[config.mk]
export PLATFORM = sky130hd
export DESIGN_NAME = pbas_queue
export DESIGN_NICKNAME = d
export VERILOG_FILES = /design/src/rtl/pbas_queue.sv
export SDC_FILE = /design/constraint.sdc
export NUM_CORES = 1
export LEC_CHECK = 0
export BUFFER_PORTS_ARGS = -buffer_cell sky130_fd_sc_hd__buf_4
export CAP_MARGIN = 30
export CORE_MARGIN = 2
export CORE_UTILIZATION = 39
export CTS_CLUSTER_DIAMETER = 120
export DETAILED_ROUTE_END_ITERATION = 7
export PLACE_DENSITY = 0.69
export SETUP_SLACK_MARGIN = 0.5
export SYNTH_ARGS = -nofsm -noshare
export SYNTH_HDL_FRONTEND = slang
export SYNTH_SLANG_ARGS = --single-unit
export TNS_END_PERCENT = 5
[constraint.sdc]
create_clock -name clk -period 2.6 [get_ports clk]
set_clock_uncertainty 0.15 [all_clocks]
set_input_delay 0.26 -clock clk [delete_from_list [all_inputs] [get_ports clk]]
set_output_delay 0.26 -clock clk [all_outputs]
set_load 0.005 [all_outputs]
[src/rtl/pbas_queue.sv]
// Short first-in first-out queue between front and back end.
// Generic over entry width and depth; no package dependencies.
`default_nettype none

module pbas_queue #(
  parameter int WIDTH = 8,
  parameter int DEPTH = 2
) (
  input  wire logic             clk,
  input  wire logic             rst,
  input  wire logic             push,
  input  wire logic [WIDTH-1:0] push_data,
  input  wire logic             pop,
  output logic [WIDTH-1:0]      head_data,
  output logic                  full,
  output logic                  empty
);

  localparam int PW = (DEPTH > 2) ? $clog2(DEPTH) : 1;
  localparam int NW = $clog2(DEPTH + 1);

  logic [WIDTH-1:0] entries [DEPTH];
  logic [PW-1:0]    wr_ptr;
  logic [PW-1:0]    rd_ptr;
  logic [NW-1:0]    fill;

  assign head_data = entries[rd_ptr];
  assign full      = (fill == NW'(DEPTH));
  assign empty     = (fill == '0);

  always_ff @(posedge clk) begin
    if (push) begin
      entries[wr_ptr] <= push_data;
    end
  end

  always_ff @(posedge clk) begin
    if (rst) begin
      wr_ptr <= '0;
      rd_ptr <= '0;
      fill   <= '0;
    end else begin
      if (push) begin
        wr_ptr <= (wr_ptr == PW'(DEPTH - 1)) ? '0 : wr_ptr + PW'(1);
      end
      if (pop) begin
        rd_ptr <= (rd_ptr == PW'(DEPTH - 1)) ? '0 : rd_ptr + PW'(1);
      end
      if (push && !pop) begin
        fill <= fill + NW'(1);
      end else if (pop && !push) begin
        fill <= fill - NW'(1);
      end
    end
  end

endmodule

`default_nettype wire

==> metrics.txt, run 1 <==
outcome finished clean; layout cell share with drive strength beyond 1 between 40% and 50%; commonest non-fill, non-tap cell in the layout buf_4; Critical R2R Capture entries[0][7]; final wirelength approximately 1.1 mm; Mapped Nets 60; Hold Vio Cnt, Final 0; clock latency on the worst-skew pair around 0.28 ns; clock slew at reported path FFs 0.10 ns; CP delay by family, top flip-flops; Max IR drop VDD 0.3446 mV; Post-synth EDFFs 16; reg2reg setup slack ~1.2 ns; NumNets Final 94; Worst Path Required about 2.2 ns; maximum root-to-sink buffer count 2; sequential area share after synthesis about 74%; sw frac roughly a fifth; clock power share between 20% and 30%; Post-CTS Setup Bufs 0; sequence of cells on the critical path mux2_2 -> buf_4; pin count of the biggest net entering global routing 12; DRT Pass-1 Iters 2; gr usage total between 10% and 20%; crit path to head_data[2]; Final min period around 1.8 ns; synthesis-to-layout area growth 38.66%; synthesized cell area 783.3 um2; Via density 4.336; WP data arrival 1.36 ns; largest cells by area after synthesis edfxtp_1 61%, dfxtp_1 13%, mux2_2 12%; switching power between 0.1 and 0.15 mW; setup TNS 0 ns; synthesis-stage register bit count 21; slew at the pin closest to its max-slew limit approximately 0.7 ns; sequential share of power 61.8%; CP max stage delay 0.55 ns; clock tree from TritonCTS done; die area 2383 um2; Final period util about two thirds; Wirelength per Cell 10.52 um; DIE HEIGHT 48.82 um; critical path type reg -> out; row cnt 16; cts bufs inserted 3; dpl hpwl roughly 750 um; Synth cell types 15; Post-synth ARST share 0%; I/O pin cnt 22; RSZ-0062 raised after global routing no; Final Max Slew Viols 0; FF/Latch Area ~580 um2; Slew Limit Headroom 53.18%; CTS root buffer clkbuf_4; startpoint types flop; commonest non-fill, non-tap cells in the layout 21 x buf_4, 16 x edfxtp_1, 9 x dlygate4sd3_1, 8 x mux2_2; CP bufs+invs 1; initial DRC count 12; FMAX between 500 and 600 MHz; max-cap violations 0; Top FF cell, synth edfxtp_1; Slowest-stage cell, CP dfxtp_1; Multi-input gate area slightly below 200 um2; launching point of the worst reg2reg path wr_ptr; placed cell areas between 900 and 1000 um2; GPL Wtd Cong approximately 0.64; Starting Density about two fifths; leading area contributor after synthesis edfxtp_1; floorplan core area a little under 2000 um2; Cells after Synth 47; n_diodes 0; DIE WIDTH between 40 and 50 um; fin area approximately 1100 um2; Port-buffer cells 21; worst-case reg-to-reg path depth 1; clk sinks 21; first-pass GRT wire length approximately 1.9 mm; pwr/cell area about 600 nW/um2; DRC violations left 0; post-route ant nets 0; Ys Warns 0; via count 464; cell-internal power 0.5157 mW; crit path max fanout 8; CTS resizes 0; combinational fraction of design power 16.2%; Worst setup EP type primary output; Mean Syn Cell Area between 15 and 20 um2; critical path depth 2; total gr overflow 0; # fillers 177; P_leak about 0.43 nW; cts hold-fix bufs 8; worst hold path type in -> reg; Yosys top cell area share 61.34%; antenna violations before repair 0; H-tree level count 1; number of global-route vias before repair approximately 430; setup violators final 0
[power groups by stage]
stage | logic (mW) | clock network (mW) | registers (mW)
global placement | 0.0942 | 0 | 0.409
detailed placement | 0.0953 | 0 | 0.410
global route | 0.116 | 0.168 | 0.405
floorplan | 0.0512 | 0 | 0.403
CTS | 0.106 | 0.150 | 0.402
finish | 0.106 | 0.143 | 0.402
[metrics by stage]
step	util (%)	instances	power [mW]	worst slack [ns]	hold WS [ns]
global placement	50.46	94	0.5029	1.096	0.2959
CTS	55.99	106	0.6574	0.8100	0.003331
finish	56.51	107	0.6504	0.8349	0.08279
detailed placement	50.46	94	0.5048	1.112	0.2977
global route	56.51	107	0.6892	0.7295	0.09180
floorplan	-	47	0.4537	1.346	0.1791
[worst min-delay path, cell delays in order]
cell and delay, ns:
buf_4 0.10, xnor2_1 0.06, nor2_1 0.07
[Yosys cell counts, types with 2 or more instances]
cell / instances
nor2_1: 5
mux2_2: 8
dfxtp_1: 5
edfxtp_1: 16
xnor2_1: 2
xor2_1: 2
[layout make-up]
class,count,area share (%)
Sequential cell,21,53.46
Timing Repair Buffer,30,22.81
Multi-Input combinational cell,24,17.86
Tap cell,27,3.111
Clock buffer,4,2.419
Inverter,1,0.3456
[how the worst min path moves through the flow]
stage / start / to / cells past startpoint
floorplan: rst / fill[1] / 1
global placement: push_data[3] / entries[0][3] / 1
detailed placement: push_data[5] / entries[0][5] / 1
CTS: push_data[0] / entries[0][0] / 1
global route: push / wr_ptr / 3
finish: push / wr_ptr / 3
[state kept, by name, summed over array words and instances (netlist names), named ones only]
| name | count |
|---|---|
| entries | 16 |
| fill | 2 |
| wr_ptr | 1 |
| rd_ptr | 1 |
[cells by family (layout without fill, tap and decap cells)]
| logic type | after synthesis | after routing | synth area share, % |
|---|---|---|---|
| flops | 21 | 21 | 74.12 |
| mux | 8 | 8 | 11.50 |
| fa+ha+maj | 1 | 1 | 1.597 |
| simple gates | 9 | 9 | 5.913 |
| buf+inv | 2 | 35 | 1.117 |
| compound gates | 2 | 2 | 1.277 |
| xor+xnor | 4 | 4 | 4.474 |
[routing by layer]
layer / GRT usage, % / share of wire [%]
met2: 17.35 / 51
met5: 0 / 0
met3: 3.067 / 5.8
met1: 12.53 / 43
met4: 5.714 / 0
Power figures use the tool's default switching activity.
==> run 2, diff against run 1 <==
- ABC_AREA: default -> 1
- PLACE_DENSITY: 0.69 -> 0.68
- clock period: 2.6 -> 1.81 ns (I/O delays scaled with it)
==> metrics.txt, run 2 <==
outcome finished clean; via count 533 (+15%); Mean Syn Cell Area 13.98 um2 (-16%); Worst setup EP type primary output; cts bufs inserted 3 (unchanged); I/O pin cnt 22 (unchanged); Final WS setup 0.2873 ns (-0.5477 ns); pre-CTS setup slack 0.4350 ns (-0.6772 ns); floorplan core area 1962 um2 (+2.1%); Via density 4.442 (+2.4%); total gr overflow 0 (unchanged); pwr/cell area 806.8 nW/um2 (+35%); placed cell areas 998.5 um2 (+3.0%); max-cap violations 0 (unchanged); number of global-route vias before repair 495 (+15%); fin area 1190 um2 (+9.6%); Final Max Slew Viols 0 (unchanged); DIE HEIGHT 49.60 um (+1.6%); largest cells by area after synthesis edfxtp_1 59%, dfxtp_1 12%, mux2_2 11%; initial DRC count 8 (-4); clk sinks 21 (unchanged); DRT Pass-1 Iters 3 (+1); Hold Vio Cnt, Final 0 (unchanged); top post-synthesis cells by count 16 x edfxtp_1, 8 x inv_1, 8 x mux2_2, 7 x nor2_1, 5 x dfxtp_1; gr usage total 12.52% (+1.9 points); Slowest-stage cell, CP dfxtp_4; synthesis-to-layout area growth 46.76%; Final min period 1.523 ns; H-tree level count 1 (unchanged); Final period util 84.13%; die area 2460 um2 (+3.2%); Max IR drop VDD 0.4684 mV (+36%); Starting Density 41.33% (+0.57 points); Synth cell types 16 (+1); worst hold path type in -> reg; Wirelength per Cell 10.98 um (+4.3%); setup TNS 0 ns (unchanged); crit path max fanout 8 (unchanged); count leader, synth edfxtp_1; Post-synth EDFFs 16 (unchanged); P_leak 0.5155 nW (+20%); sequential area share after synthesis 71.60% (-2.5 points); Top FF cell, synth edfxtp_1; Critical R2R Capture entries[1][6]; clock slew at reported path FFs 0.11 ns (about the same); Slew Limit Headroom 76.59% (+23 points); clock tree from TritonCTS done; CTS root buffer clkbuf_4; row cnt 16 (unchanged); CP delay by family, top flip-flops; Cells after Synth 58 (+23%); biggest regs entries: 16 flops, fill: 2 flops; Mapped Nets 71 (+18%); antenna violations before repair 0 (unchanged); commonest non-fill, non-tap cells in the layout 16 x edfxtp_1, 14 x buf_4, 10 x dlygate4sd3_1; Placed Cells 106 (+13%); Worst Hold Depth 3 (unchanged); sequence of cells on the critical path mux2_4 -> buf_6; post-route ant nets 0 (unchanged); startpoint types flop; synthesis-stage register bit count 21 (unchanged); HP Start push; synthesized cell area 810.8 um2 (+3.5%); FMAX 656.7 MHz; Worst Hold End wr_ptr; worst-case reg-to-reg path depth 2 (+1); max reg flops 16 (unchanged); clock latency on the worst-skew pair 0.29 ns (about the same); RSZ-0062 raised after global routing yes; layout cell share with drive strength beyond 1 39.78% (-1.5 points); Largest Register entries; final wirelength 1.317 mm (+17%); Ys Warns 0 (unchanged); Post-CTS Setup Bufs 0 (unchanged); WP data arrival 1.19 ns (-0.17 ns); pin count of the biggest net entering global routing 13 (+1); n_diodes 0 (unchanged); commonest non-fill, non-tap cell in the layout edfxtp_1; fin cells 120 (+12%); launching point of the worst reg2reg path wr_ptr; Yosys top cell area share 59.26% (-2.1 points); CP bufs+invs 1 (unchanged); DIE WIDTH 49.60 um (+1.6%); setup violators final 0 (unchanged); critical path type reg -> out; reg2reg setup slack 0.66 ns (-0.53 ns); first-pass GRT wire length 2.180 mm (+16%); Port-buffer cells 21 (unchanged); NumNets Final 107 (+14%); DRC violations left 0 (unchanged); maximum root-to-sink buffer count 2 (unchanged); dpl hpwl 846.5 um (+14%); CP max stage delay 0.46 ns (-0.09 ns); GPL Wtd Cong 0.6390 (-0.65%); slew at the pin closest to its max-slew limit 0.3507 ns (-0.3501 ns); Worst Path Required 1.48 ns (-0.71 ns); leading area contributor after synthesis edfxtp_1; Post-synth ARST share 0% (unchanged)
## run 2: routing by layer
layer / track usage [%] / up-vias / wire [um]
li1: - / 266 / -
met1: 14.31 / 246 / 555
met2: 20.00 / 17 / 653
met3: 3.030 / 4 / 69
met4: 9.722 / 0 / 40
met5: 0 / - / 0
## run 2: cells by family (layout without fill, tap and decap cells)
family	count (synthesis)	in the layout	share of synthesized area, %
mux	8	8	11.11
flops	21	21	71.61
fa+ha+maj	1	1	1.543
xor+xnor	1	1	1.080
compound gates	2	2	1.233
simple gates	15	15	7.870
buf+inv	10	45	5.555
## run 2: worst reg2reg max path: cells and delay by family (launching register included)
family	cells	cell delay, ns
simple gates	1	0.05
flops	1	0.36
buf+inv	1	0.27
## run 2: worst max path at each step
stage	startpoint	end	slack, ns	cells past startpoint
final	flop	head_data[1]	0.29	2
after global routing	flop	head_data[7]	0.24	2
after CTS	flop	head_data[1]	0.28	2
after detailed placement	flop	head_data[1]	0.44	2
after global placement	flop	head_data[1]	0.43	2
after floorplan	wr_ptr	entries[0][0]	0.60	1
## run 2: per-stage QoR
stage	util, %	hold WS (ns)	power, mW
2_1_floorplan	-	0.1034	0.6444
3_3_place_gp	50.89	0.2169	0.7086
3_5_place_dp	50.89	0.2189	0.7132
4_1_cts	60.14	0.005212	0.9677
5_1_grt	60.65	0.04423	1.013
6_report	60.65	0.02673	0.9600
## run 2: repair_timing
action                                  CTS  global route
pin swaps                                 0             0
endpoints found under the setup margin    8             9
resized for setup                        18             0
gates cloned                              0             0
hold buffers                              9             1
hold endpoints to repair                 20             1
## run 2: power by group
| part | switching [mW] | internal (mW) | total [mW] |
|---|---|---|---|
| logic | 0.0596 | 0.115 | 0.174 |
| clock network | 0.131 | 0.0823 | 0.213 |
| registers | 0.0212 | 0.551 | 0.573 |
## run 2: cell type report
type                    instances  area, um2
clock buffers                   3      22.52
clock inverters                 1      5.005
fillers                       180      772.0
inverters                       9      33.78
multi-input cells              27      215.2
flip-flops and latches         21      584.3
well taps                      27      33.78
repair buffers                 32      295.3
==> run 3, diff against run 2 <==
- PLACE_DENSITY: 0.68 -> 0.71
- clock period: 1.81 -> 1.36 ns (I/O delays scaled with it)
==> metrics.txt, run 3 (synthesized netlist as in run 2, its figures left out) <==
max-cap violations 0 (unchanged); DRC violations left 0 (unchanged); pwr/cell area 1118 nW/um2 (+39%); Final min period 1.468 ns; fin cells 109 (-9.2%); WP data arrival 1.18 ns (about the same); Final WS setup -0.1083 ns (-0.3956 ns); dpl hpwl 924.9 um (+9.3%); P_leak 0.4859 nW (-5.7%); Final period util 108.0%; post-route ant nets 0 (unchanged); Wirelength per Cell 12.26 um (+12%); Post-CTS Setup Bufs 0 (unchanged); number of global-route vias before repair 507 (+2.4%); GPL Wtd Cong 0.6255 (-2.1%); pre-CTS setup slack 0.1413 ns (-0.2937 ns); critical path type reg -> out; first-pass GRT wire length 2.104 mm (-3.5%); n_diodes 0 (unchanged); commonest non-fill, non-tap cells in the layout 16 x edfxtp_1, 13 x buf_4, 8 x mux2_4, 8 x buf_6, 6 x inv_1; clock slew at reported path FFs 0.11 ns (about the same); FMAX between 600 and 700 MHz; DIE WIDTH 49.60 um (unchanged); maximum root-to-sink buffer count 2 (unchanged); Slew Limit Headroom 83.39% (+6.8 points); Worst setup EP type primary output; commonest non-fill, non-tap cell in the layout edfxtp_1; CTS root buffer clkbuf_4; setup TNS -0.8096 ns (-0.8096 ns); H-tree level count 1 (unchanged); fin area 1146 um2 (-3.7%); failing checks hold timing, setup timing; outcome complete, but fails checks; slew at the pin closest to its max-slew limit 0.2486 ns (-0.1021 ns); Hold Vio Cnt, Final 21 (+21); NumNets Final 96 (-10%); I/O pin cnt 22 (unchanged); Largest Register entries; Final Max Slew Viols 0 (unchanged); worst hold path type in -> reg; total gr overflow 0 (unchanged); max reg flops 16 (unchanged); crit path max fanout 8 (unchanged); via count 499 (-6.4%); setup violators final 8 (+8); Starting Density 41.33% (unchanged); pin count of the biggest net entering global routing 13 (unchanged); die area 2460 um2 (unchanged); clock tree from TritonCTS done; row cnt 16 (unchanged); Via density 4.578 (+3.1%); gr usage total 12.07% (-0.45 points); Port-buffer cells 21 (unchanged); floorplan core area 1962 um2 (unchanged); startpoint types flop; Worst Path Required 1.07 ns (-0.41 ns); biggest regs entries: 16 flops, fill: 2 flops; antenna violations before repair 0 (unchanged); final wirelength 1.336 mm (+1.4%); synthesis-to-layout area growth 41.36%; hold slack -0.1424 ns (-0.1691 ns); layout cell share with drive strength beyond 1 60.98% (+21 points); RSZ-0062 raised after global routing yes; clock latency on the worst-skew pair 0.29 ns (about the same); Placed Cells 105 (-0.94%); DRT Pass-1 Iters 3 (unchanged); Max IR drop VDD 0.5883 mV (+26%); initial DRC count 7 (-1); DIE HEIGHT 49.60 um (unchanged); placed cell areas 1030 um2 (+3.1%); cts bufs inserted 3 (unchanged); clk sinks 21 (unchanged)
## run 3: cell types whose count changed in the layout (fill, tap and decap cells not counted), sizes merged
cell / before / now
dlygate4sd3: 10 / 0
buf: 22 / 21
## run 3: critical path, cell delays in order (launching register included)
cell and delay (ns):
dfxtp_4 0.45, mux2_4 0.32, buf_6 0.12
## run 3: power breakdown
group          internal, mW  leakage, nW  switching [mW]
Combinational         0.143        0.274          0.0896
Clock                 0.109       0.0177           0.170
Sequential            0.735        0.194          0.0344
## run 3: layout make-up
cell class	instances	area (um2)
Tap cell	27	33.78
Multi-Input combinational cell	27	260.3
Fill cell	181	815.8
Inverter	9	43.79
Clock inverter	1	5.005
Sequential cell	21	593.1
Clock buffer	3	22.52
Timing Repair Buffer	21	187.7
## run 3: timing repair
action,in CTS,in global routing
resized for setup,23,7
setup endpoints to repair,29,29
pin swaps,8,7
endpoints found under the hold margin,21,21
## run 3: worst paths after layout
path	startpoint	to	slack (ns)	depth (start not counted)
worst max-delay path	flop	head_data[2]	-0.11	2
worst min-delay path	rst	wr_ptr	-0.14	2
worst max register to register	wr_ptr	entries[0][2]	0.28	1
worst min register to register	rd_ptr	rd_ptr	0.39	2
## run 3: routing by layer
| layer | share of wire, % | wire length (um) | global-route usage (%) |
|---|---|---|---|
| met1 | 37 | 492 | 11.13 |
| met2 | 56 | 745 | 22.44 |
| met3 | 6.6 | 88 | 3.333 |
| met4 | 0.75 | 10 | 8.333 |
| met5 | 0 | 0 | 0 |
## run 3: per-stage QoR
stage,util (%),power (mW)
detailed placement,52.49,0.9710
finish,58.42,1.282
CTS,57.14,1.282
global placement,52.49,0.9632
floorplan,-,0.8809
global route,58.42,1.342
