[config.mk]
export PLATFORM = sky130hd
export DESIGN_NAME = pbas_front
export DESIGN_NICKNAME = d
export VERILOG_FILES = /design/src/rtl/pbas_pkg.sv /design/src/rtl/pbas_front.sv
export SDC_FILE = /design/constraint.sdc
export NUM_CORES = 1
export LEC_CHECK = 0
export BUFFER_PORTS_ARGS = -buffer_cell sky130_fd_sc_hd__buf_2
export CAP_MARGIN = 15
export CORE_UTILIZATION = 45
export CTS_CLUSTER_DIAMETER = 30
export DETAILED_ROUTE_END_ITERATION = 10
export PLACE_DENSITY = 0.71
export SETUP_SLACK_MARGIN = 0.4
export SLEW_MARGIN = 5
export SYNTH_ARGS = -nofsm -noshare
export SYNTH_HDL_FRONTEND = slang
export SYNTH_SLANG_ARGS = --single-unit
[constraint.sdc]
create_clock -name clk -period 4.1 [get_ports clk]
set_input_delay 0.41 -clock clk [delete_from_list [all_inputs] [get_ports clk]]
set_output_delay 0.41 -clock clk [all_outputs]
set_load 0.01 [all_outputs]
[src/rtl/pbas_pkg.sv]
// Shared types and constants for the packed bit array store.
// Used by the front end, back end and top level; no dependencies.
`default_nettype none

package pbas_pkg;

  localparam int BYTE_BITS   = 8;
  localparam int WIN_BITS    = 16;
  localparam int CFG_W       = 4;
  localparam int INDEX_W     = 13;
  localparam int COUNT_W     = 14;
  localparam int SHIFT_W     = 5;
  localparam int PROD_W      = 17;
  localparam int WIDTH_MAX   = 8;
  localparam int WIDTH_MIN   = 1;
  localparam int WIDTH_RESET = 8;

  typedef enum logic [1:0] {
    REQ_READ   = 2'd0,
    REQ_WRITE  = 2'd1,
    REQ_APPEND = 2'd2,
    REQ_REMOVE = 2'd3
  } req_t;

  typedef enum logic [1:0] {
    ST_OK    = 2'd0,
    ST_RANGE = 2'd1,
    ST_FULL  = 2'd2,
    ST_EMPTY = 2'd3
  } status_t;

  typedef enum logic [1:0] {
    OP_NONE  = 2'd0,
    OP_READ  = 2'd1,
    OP_WRITE = 2'd2
  } op_t;

  typedef enum logic {
    BK_IDLE  = 1'b0,
    BK_MERGE = 1'b1
  } back_state_t;

  typedef struct packed {
    op_t                  op;
    status_t              status;
    logic [2:0]           bit_off;
    logic [CFG_W-1:0]     width;
    logic [BYTE_BITS-1:0] value;
    logic [COUNT_W-1:0]   count;
    logic                 empty;
  } entry_ctl_t;

endpackage

`default_nettype wire

[src/rtl/pbas_front.sv]
// Front end: holds the item width and counters, classifies each request.
// Produces one queue entry per accepted request; uses pbas_pkg.
`default_nettype none

module pbas_front import pbas_pkg::*; #(
  parameter int STORE_BYTES = 1024
) (
  input  wire logic                 clk,
  input  wire logic                 rst,
  input  wire logic                 cfg_write,
  input  wire logic [CFG_W-1:0]     cfg_data,
  input  wire logic                 accept,
  input  wire logic [1:0]           req_type,
  input  wire logic [INDEX_W-1:0]   item_index,
  input  wire logic [BYTE_BITS-1:0] item_value,
  output logic [((STORE_BYTES > 2) ? $clog2(STORE_BYTES) : 1)-1:0] push_addr,
  output entry_ctl_t                push_ctl
);

  localparam int AW         = (STORE_BYTES > 2) ? $clog2(STORE_BYTES) : 1;
  localparam int TOTAL_BITS = STORE_BYTES * BYTE_BITS;
  localparam int CW         = $clog2(TOTAL_BITS + 1);
  localparam int CW1        = CW + 1;
  localparam int CMPW       = (CW > INDEX_W) ? CW : INDEX_W;
  localparam int SW         = (CW > PROD_W) ? CW : PROD_W;

  logic [CFG_W-1:0] width;
  logic [CW-1:0]    items_held;
  logic [CW-1:0]    bits_used;
  logic [CW-1:0]    items_held_next;
  logic [CW-1:0]    bits_used_next;
  logic [CFG_W-1:0] width_clamped;
  logic [SW-1:0]    start_bit;
  logic [PROD_W-1:0] prod;
  logic [CW1-1:0]   sum_bits;
  logic             in_range;

  always_comb begin
    if (cfg_data < CFG_W'(WIDTH_MIN)) begin
      width_clamped = CFG_W'(WIDTH_MIN);
    end else if (cfg_data > CFG_W'(WIDTH_MAX)) begin
      width_clamped = CFG_W'(WIDTH_MAX);
    end else begin
      width_clamped = cfg_data;
    end
  end

  always_comb begin
    prod            = PROD_W'(item_index) * PROD_W'(width);
    in_range        = CMPW'(item_index) < CMPW'(items_held);
    sum_bits        = CW1'(bits_used) + CW1'(width);
    items_held_next = items_held;
    bits_used_next  = bits_used;
    start_bit       = '0;
    push_ctl.op     = OP_NONE;
    push_ctl.status = ST_OK;
    case (req_t'(req_type))
      REQ_READ: begin
        if (in_range) begin
          push_ctl.op = OP_READ;
          start_bit   = SW'(prod);
        end else begin
          push_ctl.status = ST_RANGE;
        end
      end
      REQ_WRITE: begin
        if (in_range) begin
          push_ctl.op = OP_WRITE;
          start_bit   = SW'(prod);
        end else begin
          push_ctl.status = ST_RANGE;
        end
      end
      REQ_APPEND: begin
        if (sum_bits > CW1'(TOTAL_BITS)) begin
          push_ctl.status = ST_FULL;
        end else begin
          push_ctl.op     = OP_WRITE;
          start_bit       = SW'(bits_used);
          items_held_next = items_held + CW'(1);
          bits_used_next  = CW'(sum_bits);
        end
      end
      REQ_REMOVE: begin
        if (items_held == '0) begin
          push_ctl.status = ST_EMPTY;
        end else begin
          items_held_next = items_held - CW'(1);
          bits_used_next  = bits_used - CW'(width);
        end
      end
      default: begin
        push_ctl.op = OP_NONE;
      end
    endcase
    push_ctl.bit_off = start_bit[2:0];
    push_ctl.width   = width;
    push_ctl.value   = item_value;
    push_ctl.count   = COUNT_W'(items_held_next);
    push_ctl.empty   = (items_held_next == '0);
    push_addr        = AW'(start_bit >> 3);
  end

  always_ff @(posedge clk) begin
    if (rst) begin
      width      <= CFG_W'(WIDTH_RESET);
      items_held <= '0;
      bits_used  <= '0;
    end else if (cfg_write) begin
      width      <= width_clamped;
      items_held <= '0;
      bits_used  <= '0;
    end else if (accept) begin
      items_held <= items_held_next;
      bits_used  <= bits_used_next;
    end
  end

endmodule

`default_nettype wire

==> results.yml, run 1 <==
synth:
  netlist_instances: 618
  ys_async_sr_fraction_pct: 0
  synth-edff-count: 0
  yosysWarnings: 0
  synth-seq-cells: 32
  synth_area_leader_cell: "dfxtp_1"
  synth.top_cell.area_share_pct: 14.0
  syn-cell-area_um2: 4590
  ys.flop_type: "dfxtp_1"
  synth.avg_cell_area_um2: 7.42
  synth.distinct_cells: 74
  synth_fp_nets: 705
  yosysSeqAreaShare_pct: 14.0
  synthTopCellsByArea: "dfxtp_1 (14%), ha_1 (9.5%), fa_1 (9.2%)"
timing:
  rsz0062_at_grt: "yes"
  whs_ps: 281
  timing_hold_violations_final: 0
  slew_violations: 0
  setup_viol: 2
  fin_ws_ps: -8.57
  fmax_mhz: 243
  fin_crit_sh_pct: 100
  min_period_ps: 4110
  worst_pin_slew_ps: 655
  relSlewSlack_pct: 56.4
  skew_ps: 7.20
clock_tree:
  ctsHoldBuffers: 0
  clk_pin_slew_ps: 70
  clockBufferDepth: 2
  htree_num_levels: 2
  cts-buffers-inserted: 5
  root_buffer: "clkbuf_8"
  clkSinkCount: 32
  cts_tree: "yes"
  clock_latency_ps: 300
cells_and_area:
  fin_nets: 776
  area_growth_pct: 24.9
  n_antenna_cell: 0
  mostFrequentLayoutCell: "inv_1"
  final_cell_mix: "inv_1 (54), nor2_1 (53), buf_2 (52)"
  final_cell_area_um2: 5730
  layout-drive-gt1-share_pct: 28.7
  fillCellCount: 920
floorplan:
  fp.dieH_um: 103
  rows: 36
  io_pins: 75
  die_x_um: 103
  core_um2: 9820
  start_util_pct: 46.7
  fp.dieArea_um2: 10600
job:
  cap_violations: 0
grt:
  grt_max_degree: 29
  grt_util_all_layers_pct: 26.7
  antenna_found_initial: 0
  grt-ovfl-total: 0
  grt_pass1_wl_mm: 21.8
  grt_pass1_vias: 4289
critical_path:
  start_kind: "register"
  crit_cells: 16
  slowest_delay_ps: 530
  rr_worst_depth: 13
  rrSetupSlack_ps: 680
  crit_family: "adder cells"
  worstPathArrival_ps: 3700
  critical_path_buf_inv_count: 2
  rr_endpoint: "bits_used[13]"
  cp_slowest_cell: "fa_1"
  r2r_start: "width[3]"
  critical_path_peak_fanout: 8
  path_cells: "nand2_4, fa_1, inv_1, fa_1, fa_2, a21oi_4, nor2_2, nor2_2, o21bai_1, a21oi_2, o21ai_2, a21o_1, a21oi_2, xnor2_1, a22o_1, buf_6"
  critPathLaunch: "width[3]"
  crit_type: "register to output pin"
  cp.required_ps: 3690
  end_kind: "output pin"
hold_path:
  worst_hold_path_type: "primary input to register"
  holdPathEnd: "width[0]"
  min_from: "rst"
  holdPathStages: 2
place:
  dp_hpwl_mm: 10.3
  dpl-instance-area_um2: 5030
  gp_congestion: 0.904
  port_buffers: 58
status:
  failed_checks: "negative setup slack"
  status: "complete, but fails checks"
detailed_routing:
  wirelength_mm: 14.0
  drt_iter0_markers: 326
  num_vias: 4839
  antenna_left: 0
  drtPass1Iterations: 5
  drc: 0
  viasPerCell: 5.88
  wl_per_cell_um: 17.0
pwr:
  finalPower_mw: 1.15
  power.leakage_nw: 2.50
  ir_worst_vdd_v: 0.000117
  powerDensity_nw_per_um2: 201
[flip-flops by register name (all words and copies together) (netlist names)]
signal      cells
bits_used      14
items_held     14
width           4
[per-stage QoR]
step / TNS [ps] / util [%] / setup WS [ps] / instances
global placement: 0 / 51.2 / 90.5 / 784
detailed placement: 0 / 51.2 / 43.7 / 784
floorplan: 0 / - / 415 / 618
finish: -12.0 / 58.3 / -8.57 / 823
global route: -513 / 58.3 / -162 / 823
CTS: -34.4 / 56.7 / -34.4 / 815
[layer usage]
layer / wire length, um / global-route usage (%) / up-vias
met5: 0 / 0 / -
met4: 331 / 9.10 / 0
met3: 1060 / 3.32 / 28
met2: 6550 / 43.0 / 230
met1: 6070 / 36.8 / 2307
li1: - / - / 2274
[timing repair]
item                                    4_1_cts  5_1_grt
gates resized for setup                      57       20
gates cloned                                  1        0
endpoints found under the hold margin         0        0
endpoints found under the setup margin       27       45
buffers inserted                             22        8
pin swaps                                    39       27
[how the worst max path moves through the flow]
stage	end	slack [ps]
finish	push_addr[9]	-9
global route	push_addr[9]	-160
CTS	push_ctl[0]	-30
detailed placement	push_addr[9]	40
global placement	push_addr[9]	90
floorplan	push_addr[9]	420
[cells by family after synthesis]
| kind of cell | after synthesis | synth area share [%] |
|---|---|---|
| xor gates and xnor gates | 31 | 5.92 |
| and+or+nand+nor | 242 | 28.1 |
| buffers and inverters | 108 | 9.90 |
| adders and majority gates | 56 | 18.7 |
| AOI/OAI and AO/OA | 142 | 21.8 |
| muxes | 7 | 1.53 |
| DFF | 32 | 14.0 |
[synthesized netlist by cell type, types with 5 or more instances]
library cell / n
a211oi_1: 12
a21o_1: 10
a21oi_1: 44
a22o_1: 13
a31oi_1: 6
and2_1: 34
and3_1: 7
buf_1: 5
buf_2: 6
buf_4: 9
clkbuf_1: 26
dfxtp_1: 32
fa_1: 21
ha_1: 35
inv_1: 58
mux2i_1: 7
nand2_1: 49
nand2b_1: 5
nand3_1: 20
nand4_1: 12
nor2_1: 55
nor3_1: 14
nor4_1: 6
o21ai_0: 19
o21bai_1: 5
or3_1: 10
xnor2_1: 27
[final cells by class]
type	count	area (um2)	share of cell area, %
Inverter	61	229	4.00
Tap cell	133	166	2.90
Timing Repair Buffer	111	756	13.2
Multi-Input combinational cell	478	3830	66.8
Clock buffer	8	90.1	1.57
Sequential cell	32	659	11.5
[power breakdown]
group | internal [mW] | switching, mW
clock | 0.137 | 0.132
sequential | 0.318 | 0.0189
combinational | 0.240 | 0.304
Note: power is estimated with default switching activity, not from simulation.
==> run 2: changes to the inputs <==
==> constraint.sdc (replaced) <==
create_clock -name clk -period 4.1 [get_ports clk]
set_input_delay 0.205 -clock clk [delete_from_list [all_inputs] [get_ports clk]]
set_output_delay 0.205 -clock clk [all_outputs]
set_load 0.01 [all_outputs]
==> run 2 against run 1 <==
Net effect: critical path depth stayed put; die area stayed put; the flow now finishes without violations; utilization is 0.56 points lower; routed wire length is 2.6% higher; largest cell class unchanged; global-route usage is 1.2 points higher; clock-buffer cell count is 2 lower; total power hardly changed.
==> results.yml, run 2 (synthesis gave the netlist of run 1 again) <==
critical_path:
  worstPathArrival_ps: 3760
  cp.required_ps: 3890
  rr_endpoint: "bits_used[12]"
  rrSetupSlack_ps: 490
  critical_path_peak_fanout: 4
  end_kind: "output pin"
  crit_type: "register to output pin"
  r2r_start: "width[1]"
  start_kind: "register"
  rr_worst_depth: 13
place:
  port_buffers: 58
  dp_hpwl_mm: 10.2
  dpl-instance-area_um2: 4890
  gp_congestion: 0.935
  post-place-ws_ps: 76.9
clock_tree:
  cts-buffers-inserted: 5
  clk_pin_slew_ps: 90
  cts_tree: "yes"
  clkSinkCount: 32
  root_buffer: "clkbuf_8"
  htree_num_levels: 2
  clock_latency_ps: 300
  clockBufferDepth: 2
  ctsHoldBuffers: 0
cells_and_area:
  fillCellCount: 892
  area_growth_pct: 23.7
  seq_area_um2: 652
  final_cell_mix: "buf_2 (57), nor2_1 (53), inv_1 (51)"
  mostFrequentLayoutCell: "buf_2"
  layout-drive-gt1-share_pct: 29.4
  final_util_pct: 57.8
  fin_nets: 770
  final_cell_area_um2: 5670
  n_antenna_cell: 0
  top_regs: "bits_used x14, items_held x14, width x4"
  multi_input_area_um2: 3840
timing:
  fin_ws_ps: 131
  rsz0062_at_grt: "yes"
  timing_hold_violations_final: 0
  worst_pin_slew_ps: 758
  skew_ps: 13.3
  slew_violations: 0
  fmax_mhz: 252
  fin_crit_sh_pct: 96.8
  setup_viol: 0
  relSlewSlack_pct: 49.0
  min_period_ps: 3970
  fin_tns_setup_ps: 0
job:
  cap_violations: 0
detailed_routing:
  num_vias: 4826
  viasPerCell: 5.91
  antenna_left: 0
  drc: 0
  drt_iter0_markers: 371
  drtPass1Iterations: 5
  wirelength_mm: 14.4
  wl_per_cell_um: 17.6
grt:
  grt_util_all_layers_pct: 27.9
  antenna_found_initial: 0
  grtUsageMet2_pct: 47.5
  busiest_layer: "met2"
  use_met1_pct: 35.4
  grt-ovfl-total: 0
  grt.met3_usage_pct: 3.93
  grt_max_degree: 29
  grt_pass1_vias: 4739
  grt_pass1_wl_mm: 22.9
pwr:
  powerDensity_nw_per_um2: 202
  power.leakage_nw: 2.47
  finalPower_mw: 1.15
  ir_worst_vdd_v: 0.000104
floorplan:
  rows: 36
  start_util_pct: 46.7
  io_pins: 75
  die_x_um: 103
  fp.dieArea_um2: 10600
  fp.dieH_um: 103
  core_um2: 9820
hold_path:
  holdPathEnd: "width[0]"
  holdPathStages: 2
  min_from: "rst"
  worst_hold_path_type: "primary input to register"
status:
  status: "complete, no violations"
run 2: cell types whose count changed in the layout (fill, tap and decap cells not counted), sizes merged:
cell	previous run	this run
clkinv	1	3
clkbuf	8	6
nand4	13	14
buf	111	104
run 2: routing by layer:
layer | up-vias | part of all wire (%)
li1 | 2269 | -
met1 | 2338 | 43
met2 | 186 | 49
met3 | 33 | 5.6
met4 | 0 | 2.2
met5 | - | 0
run 2: final cells by class:
class / instances / share of cell area, %
inverter: 61 / 4.04
timing repair buffer: 104 / 12.3
tap: 133 / 2.93
clock buffer: 6 / 1.46
sequential: 32 / 11.5
clock inverter: 2 / 0.176
multi-input combinational: 479 / 67.6
run 2: repair_timing:
action,CTS,global route
pin swaps,35,26
cloned,1,0
setup endpoints to repair,39,27
setup buffers,27,10
resized for setup,42,43
run 2: how the worst max path moves through the flow:
stage | from | endpoint | slack (ps) | cells past startpoint
global route | width[3] | push_addr[8] | -10 | 16
floorplan | width[2] | push_addr[9] | 430 | 16
global placement | width[2] | push_ctl[0] | 190 | 12
CTS | width[0] | push_ctl[0] | 250 | 14
detailed placement | width[2] | push_addr[9] | 80 | 16
finish | width[3] | push_addr[8] | 130 | 16
run 2: worst max-delay path, cell delays in order (launching register included):
cell and delay [ps]:
dfxtp_2 360, nand2_1 80, fa_1 530, inv_1 50, fa_1 490, ha_1 300, a21o_1 170, a21oi_2 150
o21bai_1 100, a21oi_2 150, o21bai_1 110, a21oi_2 150, o21bai_1 80, a21oi_1 230, xnor2_1 190, a22o_1 180
buf_2 130
run 2: metrics by stage:
step,hold slack (ps),cells
5_1_grt,80.4,817
2_1_floorplan,277,618
3_5_place_dp,407,771
4_1_cts,82.5,807
3_3_place_gp,393,771
6_report,90.9,817
run 2: where the power goes:
group	switching (mW)	internal [mW]	leakage, nW
combinational	0.303	0.234	2.15
clock	0.141	0.134	0.0510
sequential	0.0176	0.318	0.262
==> run 3: changes to the inputs <==
--- a/config.mk
+++ b/config.mk
@@ -10,7 +10,8 @@
 export CORE_UTILIZATION = 45
 export CTS_CLUSTER_DIAMETER = 30
 export DETAILED_ROUTE_END_ITERATION = 10
-export PLACE_DENSITY = 0.71
+export PLACE_DENSITY = 0.66
+export RECOVER_POWER = 100
 export SETUP_SLACK_MARGIN = 0.4
 export SLEW_MARGIN = 5
 export SYNTH_ARGS = -nofsm -noshare
==> run 3 against run 2 <==
Net effect: die area unchanged; clock-buffer cell count up 2; routed wire length shrank 0.26%; sequential share of layout area grew 0.47 points; worst setup slack got worse by 50 ps; critical path depth is the same; sequential power barely moved; first-iteration DRC count fell by 11%; final cell count decreased by 0.49%; register-to-register slack got worse by 110 ps; via count is 0.99% lower; cell area down 3.2%; largest power group unchanged; highest routed layer unchanged.
==> results.yml, run 3 (synthesis gave the netlist of run 1 again) <==
pwr:
  power.leakage_nw: 2.33
  powerDensity_nw_per_um2: 214
  finalPower_mw: 1.18
  ir_worst_vdd_v: 0.000119
critical_path:
  worstPathArrival_ps: 3810
  crit_type: "register to output pin"
  critical_path_peak_fanout: 8
  end_kind: "output pin"
  start_kind: "register"
  cp.required_ps: 3890
  rr_worst_depth: 13
detailed_routing:
  drc: 0
  drt_iter0_markers: 332
  antenna_left: 0
  num_vias: 4778
  drtPass1Iterations: 5
  wl_per_cell_um: 17.6
  wirelength_mm: 14.3
  viasPerCell: 5.88
timing:
  timing_hold_violations_final: 0
  rsz0062_at_grt: "yes"
  relSlewSlack_pct: 47.3
  slew_violations: 0
  skew_ps: 13.8
  fin_tns_setup_ps: 0
  fin_crit_sh_pct: 98.0
  fmax_mhz: 249
  min_period_ps: 4020
  worst_pin_slew_ps: 791
  fin_ws_ps: 80.9
  setup_viol: 0
  whs_ps: 81.5
floorplan:
  core_um2: 9820
  start_util_pct: 46.7
  fp.dieH_um: 103
  die_x_um: 103
  rows: 36
  io_pins: 75
  fp.dieArea_um2: 10600
cells_and_area:
  layout-drive-gt1-share_pct: 22.2
  final_util_pct: 56.0
  n_antenna_cell: 0
  fillCellCount: 946
  fin_nets: 766
  final_cell_mix: "nor2_1 (55), inv_1 (55), nand2_1 (47)"
  multi_input_area_um2: 3730
  final_cell_area_um2: 5490
  top_regs: "bits_used x14, items_held x14, width x4"
  area_growth_pct: 19.7
  finalNonFillerCells: 813
  seq_area_um2: 657
clock_tree:
  clkSinkCount: 32
  root_buffer: "clkbuf_8"
  cts-buffers-inserted: 5
  cts_tree: "yes"
  clock_latency_ps: 310
  ctsHoldBuffers: 0
  clk_pin_slew_ps: 90
  clockBufferDepth: 2
  htree_num_levels: 2
place:
  dpl-instance-area_um2: 4900
  dp_hpwl_mm: 10.4
  placed_cells: 772
  post-place-ws_ps: 138
  port_buffers: 58
  gp_congestion: 0.890
status:
  status: "complete, no violations"
grt:
  grt_max_degree: 29
  grt_pass1_wl_mm: 22.8
  grt-ovfl-total: 0
  grt_util_all_layers_pct: 28.0
  grt_pass1_vias: 4395
  antenna_found_initial: 0
hold_path:
  worst_hold_path_type: "primary input to register"
  holdPathStages: 2
job:
  cap_violations: 0
run 3: cell types whose count changed in the layout (fill, tap and decap cells not counted), moves of 4 or more:
cell | before | now
clkbuf_1 | 0 | 25
buf_6 | 9 | 4
inv_2 | 9 | 5
inv_1 | 51 | 55
and2_4 | 6 | 2
buf_2 | 57 | 36
run 3: worst max-delay path, cell delays in order (launching register included):
cell,delay [ps]
dfxtp_4,420
nand2_4,60
fa_1,530
inv_1,50
fa_1,480
fa_2,390
a21oi_2,130
nor2_1,50
nor2_1,170
o21bai_1,100
a21oi_1,230
o21ai_2,90
a21o_1,180
a21oi_2,130
xnor2_1,140
a22o_1,190
clkbuf_1,170
run 3: layout make-up:
type | count | area share [%]
Sequential cell | 32 | 12.0
Inverter | 61 | 4.17
Multi-Input combinational cell | 478 | 68.0
Clock buffer | 8 | 2.21
Timing Repair Buffer | 101 | 10.7
Tap cell | 133 | 3.03
run 3: layer usage:
metal  global-route usage (%)  wire length, um
met1                     38.8             6350
met5                        0                0
met2                     46.5             6840
met4                     7.15              231
met3                     2.98              908
run 3: power by group:
part / internal, mW / total [mW] / switching (mW) / leakage, nW
sequential: 0.317 / 0.336 / 0.0188 / 0.262
clock: 0.190 / 0.335 / 0.145 / 0.0627
combinational: 0.211 / 0.504 / 0.294 / 2.01
total: 0.719 / 1.18 / 0.457 / 2.33
run 3: path summary, 6_finish.rpt:
path	start	to	slack [ps]
setup / recovery	width[3]	push_addr[9]	80
hold / removal	rst	width[0]	80
setup reg to reg	width[3]	bits_used[4]	380
hold reg to reg	items_held[12]	items_held[12]	530
run 3: timing repair:
item | CTS | global route
pin swaps | 30 | 12
endpoints found under the setup margin | 23 | 31
buffers inserted | 26 | 7
cloned | 0 | 0
gates resized for setup | 37 | 24
endpoints found under the hold margin | 0 | 0
